--- src/design/isi_pkg.sv ---
`default_nettype none
package isi_pkg;

  localparam int DEFAULT_MAX_RANGES = 64;
  localparam int ADDR_W  = 32;
  localparam int TOTAL_W = 7;

  localparam logic [31:0] WINDOW_BASE_RESET = 32'h8000_0000;
  localparam logic [31:0] WINDOW_SIZE_RESET = 32'h0180_0000;

  localparam logic [1:0] REQ_INSERT = 2'd0;
  localparam logic [1:0] REQ_QUERY  = 2'd1;
  localparam logic [1:0] REQ_CLEAR  = 2'd2;

  localparam logic CFG_WINDOW_BASE = 1'b0;
  localparam logic CFG_WINDOW_SIZE = 1'b1;

  typedef enum logic [1:0] {
    CELL_HOLD,
    CELL_EVAL,
    CELL_SHIFT,
    CELL_ABSORB
  } cell_op_t;

  // broadcast from the sequencer to every cell
  typedef struct packed {
    cell_op_t          op;
    logic [ADDR_W-1:0] addr;
    logic [ADDR_W-1:0] size;
    logic [ADDR_W:0]   last;   // addr + size, no wrap
  } cell_ctl_t;

  // what a cell shows its neighbors
  typedef struct packed {
    logic [ADDR_W-1:0] start;
    logic [ADDR_W-1:0] len;
    logic              below;  // ends before the request starts
    logic              merge;  // overlaps or touches the request
  } cell_st_t;

endpackage
`default_nettype wire

--- src/design/isi_cell.sv ---
`default_nettype none
module isi_cell #(
  parameter bit FIRST = 1'b0
) (
  input  wire                 clk,
  input  wire                 rst,
  input  isi_pkg::cell_ctl_t  ctl,
  input  wire                 valid,
  input  isi_pkg::cell_st_t   lft,
  input  isi_pkg::cell_st_t   rgt,
  output isi_pkg::cell_st_t   st,
  output logic                hit
);
  import isi_pkg::*;

  logic [ADDR_W-1:0] start, start_next;
  logic [ADDR_W-1:0] len, len_next;
  logic              below, below_next;
  logic              merge, merge_next;
  logic              head, head_next;
  logic              tail, tail_next;
  logic              hit_next;

  logic [ADDR_W:0]   end_own, end_rgt, first_m, last_m, span;
  logic              ends_before;

  always_comb begin
    end_own     = {1'b0, start} + {1'b0, len};
    end_rgt     = {1'b0, rgt.start} + {1'b0, rgt.len};
    ends_before = end_own < {1'b0, ctl.addr};
    first_m     = ({1'b0, rgt.start} < {1'b0, start}) ? {1'b0, rgt.start} : {1'b0, start};
    last_m      = (end_rgt > end_own) ? end_rgt : end_own;
    span        = last_m - first_m;

    start_next = start;
    len_next   = len;
    below_next = below;
    merge_next = merge;
    head_next  = head;
    tail_next  = tail;
    hit_next   = hit;

    unique case (ctl.op)
      CELL_EVAL: begin
        below_next = valid && ends_before;
        merge_next = valid && !ends_before && ({1'b0, start} <= ctl.last);
        hit_next   = valid && (start <= ctl.addr) && ({1'b0, ctl.addr} < end_own);
        head_next  = 1'b0;
        tail_next  = 1'b0;
      end
      CELL_SHIFT: begin
        if (below) begin
          head_next = 1'b0;
          tail_next = 1'b0;
        end else if (FIRST || lft.below) begin
          start_next = ctl.addr;
          len_next   = ctl.size;
          merge_next = 1'b0;
          head_next  = 1'b1;
          tail_next  = 1'b0;
        end else begin
          start_next = lft.start;
          len_next   = lft.len;
          merge_next = lft.merge;
          head_next  = 1'b0;
          tail_next  = 1'b1;
        end
        below_next = 1'b0;
      end
      CELL_ABSORB: begin
        if (head && rgt.merge) begin
          start_next = first_m[ADDR_W-1:0];
          // length saturates once the span no longer fits
          len_next   = span[ADDR_W] ? {ADDR_W{1'b1}} : span[ADDR_W-1:0];
        end else if (tail) begin
          start_next = rgt.start;
          len_next   = rgt.len;
          merge_next = rgt.merge;
        end
      end
      default: ;
    endcase
  end

  always_ff @(posedge clk) begin
    start <= start_next;
    len   <= len_next;
    if (rst) begin
      below <= 1'b0;
      merge <= 1'b0;
      head  <= 1'b0;
      tail  <= 1'b0;
      hit   <= 1'b0;
    end else begin
      below <= below_next;
      merge <= merge_next;
      head  <= head_next;
      tail  <= tail_next;
      hit   <= hit_next;
    end
  end

  assign st.start = start;
  assign st.len   = len;
  assign st.below = below;
  assign st.merge = merge;

endmodule
`default_nettype wire

--- config.mk ---
export PLATFORM = sky130hd
export DESIGN_NAME = isi_cell
export DESIGN_NICKNAME = d
export VERILOG_FILES = /design/src/design/isi_pkg.sv /design/src/design/isi_cell.sv
export SDC_FILE = /design/constraint.sdc
export NUM_CORES = 1
export LEC_CHECK = 0
export BUFFER_PORTS_ARGS = -buffer_cell sky130_fd_sc_hd__buf_2
export CAP_MARGIN = 25
export CORE_UTILIZATION = 50
export CTS_CLUSTER_DIAMETER = 200
export DETAILED_ROUTE_END_ITERATION = 8
export GPL_ROUTABILITY_DRIVEN = 0
export GPL_TIMING_DRIVEN = 0
export PLACE_DENSITY = 0.75
export SLEW_MARGIN = 25
export SYNTH_ARGS = -nofsm -noshare
export SYNTH_HDL_FRONTEND = slang
export SYNTH_SLANG_ARGS = --single-unit
--- constraint.sdc ---
create_clock -name clk -period 10.05 [get_ports clk]
set_input_delay 0.5025 -clock clk [delete_from_list [all_inputs] [get_ports clk]]
set_output_delay 0.5025 -clock clk [all_outputs]
set_load 0.02 [all_outputs]
==> reports/results.tsv <==
stage	metric	value	unit
run_status	status	finished clean	
placement	IO Port Bufs	298	
setup_path	worst-path maximum fanout	19	
die	die height	164	um
setup_path	Worst Setup Start Kind	flip-flop	
logic_synthesis	synthesized instance count	1607	
logic_synthesis	Yosys reg bits	69	
worst_hold_path	Hold Path End	hit	
setup_path	CP Launch Point	start[0]	
detailed_routing	Antenna Nets Post-Route	0	
logic_synthesis	syn_nets	2099	
sta	Fmax	104	MHz
layout	post-route design area	0.0155	mm^2
clock_tree	worst skew pair latency	0.36	ns
detailed_routing	vias per inst	6.29	
logic_synthesis	Cell Area, Synth	0.0132	mm^2
clock_tree	H-tree lvl count	3	
setup_path	FF-to-FF setup slack	0.44	ns
setup_path	Worst setup EP type	flip-flop	
grt	initial antenna violation count	1	
grt	GRT Resource Usage Total	35.4	%
sta	RSZ-0062 raised after global routing	no	
grt	largest net degree at the start of global routing	21	
layout	Cell Count, Final, Fillers Out	2254	
pwr	sequential share of power	14.1	%
sta	WHS	0.415	ns
placement	Cells after DPL	2238	
sta	Final Hold Fails	0	
detailed_routing	routed wire length	48.5	mm
clock_tree	CTS tree	yes	
layout	area delta synth->final	17.9	%
pwr	NetSw	1.39	mW
sta	Setup-failing EPs final	0	
sta	Worst Skew	0.0108	ns
grt	vias in the first global route	13300	
logic_synthesis	Top FF cell, synth	edfxtp_1	
pwr	Pwr per Cell Area	177	mW/mm^2
layout	layout cell share with drive strength beyond 1	20.6	%
setup_path	r2r startpoint	start[0]	
layout	antenna fix cells	0	
sta	final slew viol count	0	
die	Core ar.	0.0255	mm^2
sta	Slew @ Worst Pin	1.08	ns
pwr	Pint	1.36	mW
clock_tree	CTS clk-pin slew, worst paths	0.07	ns
logic_synthesis	Seq/Total Area, Yosys	15.4	%
logic_synthesis	ys async rst share	0	%
worst_hold_path	worst min path class	input port to flip-flop	
pwr	clock network fraction of total power	11.8	%
grt	Overflow after GRT	0	
worst_hold_path	Hold Path Cell Cnt	2	
pwr	Power, Total	2.74	mW
job	max cap viols	0	
setup_path	capturing point of the worst reg2reg path	len[10]	
pwr	P_leak	7.64	nW
setup_path	WP data required	10.11	ns
sta	total negative slack	0	ns
logic_synthesis	syn_area_per_cell	8.18	um^2
layout	# nets final	2411	
die	full die area	0.0270	mm^2
grt	global-route wire length before repair	72.3	mm
detailed_routing	first drt pass iteration count	5	
die	Core Rows	58	
layout	commonest non-fill, non-tap cells in the layout	buf_2, ha_1, a21oi_1	
sta	Final period util	95.6	%
clock_tree	CTS sink count	69	
setup_path	crit-path most repeated cell	a21oi_1	
detailed_routing	via count	14200	
worst_hold_path	hold path startpoint	rst	
sta	Final Critical Period	9.61	ns
sta	max_slew headroom	27.7	%
die	Initial Utilization	51.6	%
pwr	VDD IR-drop max	0.0890	mV
clock_tree	CTS Buffer Depth	2	
detailed_routing	routed len/inst	21.5	um
logic_synthesis	synth warn	0	
setup_path	reg2reg path depth	38	
clock_tree	CTS root buf	clkbuf_16	
setup_path	CP max-delay cell	edfxtp_1	
clock_tree	Num CTS Buffers	9	
die	Ports	301	
pwr	Sw Ratio	50.6	%
pwr	Comb power frac	74.1	%
setup_path	Worst path max stage delay	0.48	ns
detailed_routing	drc violations	0	
placement	Post-DP HPWL	40.2	mm
logic_synthesis	synth unique cells	77	
setup_path	critical path arrival	9.66	ns
detailed_routing	starting DRC count in detailed routing	1409	
layout	commonest non-fill, non-tap cell in the layout	buf_2	
die	Die X	164	um
placement	Placed Area	0.0152	mm^2
setup_path	Setup CP Type	flip-flop to flip-flop	
logic_synthesis	Post-synth EDFFs	64	
==> what timing repair did <==
item                                    4_1_cts  5_1_grt
resized for setup                             2        9
pin swaps                                     0        3
hold buffers                                  0        0
endpoints found under the setup margin       30       32
setup buffers                                 0        2
==> flip-flops by register name, summed over array words and instances, names as in the netlist <==
register  cells
hit           1
merge         1
len          32
tail          1
below         1
head          1
start        32
==> routing by layer <==
layer  vias up  GRT usage, %  wire length, um
li1       6628             -                -
met2       839          55.8            21300
met4         2          17.2             2100
met1      6557          47.2            20400
met5         -             0               16
met3       145          5.03             4740
==> per-stage QoR <==
stage | utilization (%) | setup WS (ns)
detailed placement | 59.5 | -0.582
CTS | 60.6 | 0.0837
global placement | 59.1 | -0.425
global route | 60.9 | 0.101
floorplan | - | 2.08
finish | 60.9 | 0.443
==> Yosys cell counts (4+ instances only) <==
cell,count,share of area (%)
mux2i_1,47,3.6
ha_1,255,24
nand4_1,39,1.9
o22ai_1,33,1.6
o21ai_0,57,2.2
and3_1,4,0.19
o211ai_1,8,0.46
o21bai_1,12,0.68
nor2_1,91,2.6
clkbuf_1,33,0.94
buf_2,8,0.30
o21a_1,29,1.7
nand2_1,49,1.4
a21oi_1,178,6.8
nand3_1,23,0.88
a31oi_1,37,1.8
mux2_2,35,3.0
xnor2_1,55,3.7
nor2b_1,62,2.9
dfxtp_1,5,0.76
a21o_1,97,5.5
buf_4,9,0.51
xor2_1,32,2.1
inv_1,154,4.4
nand2b_1,22,1.0
edfxtp_1,64,15
a211oi_1,41,2.3
o2111ai_1,5,0.33
mux2_1,9,0.77
a2111oi_0,4,0.27
o21ai_1,10,0.38
a221oi_1,4,0.27
o31ai_1,7,0.40
or3_1,4,0.19
nor3_1,18,0.68
==> logic make-up (layout without fill, tap and decap cells) <==
| kind of cell | count (synthesis) | in the layout | share of synthesized area (%) |
|---|---|---|---|
| flip-flops | 69 | 69 | 15.4 |
| AND/OR/NAND/NOR | 336 | 336 | 13.2 |
| XOR/XNOR | 88 | 88 | 5.92 |
| AO/OA/AOI/OAI | 557 | 557 | 27.2 |
| adder cells (fa/ha/maj) | 259 | 259 | 24.8 |
| multiplexers | 91 | 91 | 7.34 |
| buffers and inverters | 207 | 524 | 6.24 |
==> power by group through the flow <==
stage / registers, mW / logic, mW / clock network (mW)
after floorplan: 0.399 / 1.41 / 0
after global placement: 0.395 / 1.89 / 0
after detailed placement: 0.391 / 1.95 / 0
after CTS: 0.385 / 1.97 / 0.322
after global routing: 0.387 / 2.21 / 0.333
final: 0.387 / 2.03 / 0.325
==> layout make-up <==
cell class                      instances  area [um^2]
Multi-Input combinational cell       1331        10400
Fill cell                            2305         9970
Sequential cell                        69         2020
Timing Repair Buffer                  303         1590
Inverter                              154          578
Tap cell                              330          413
Clock buffer                           12          246
Buffer                                 51          236
Clock inverter                          4         25.0
==> worst max-delay path by stage <==
stage              end  cells after the start  slack [ns]
2_1_floorplan  len[10]                     40        2.08
3_3_place_gp   len[10]                     41       -0.42
3_5_place_dp    len[3]                     41       -0.58
4_1_cts        len[10]                     41        0.08
5_1_grt        len[28]                     38        0.10
6_report       len[10]                     38        0.44
==> critical path, delay by kind of cell, from the launching register on <==
| family | cells | cell delay [ns] |
|---|---|---|
| buffers and inverters | 3 | 0.74 |
| flip-flops | 1 | 0.48 |
| AND/OR/NAND/NOR | 6 | 1.06 |
| XOR/XNOR | 2 | 0.63 |
| AO/OA/AOI/OAI | 22 | 4.74 |
| adder cells (fa/ha/maj) | 5 | 1.63 |
(Power assumes the default switching activity.)
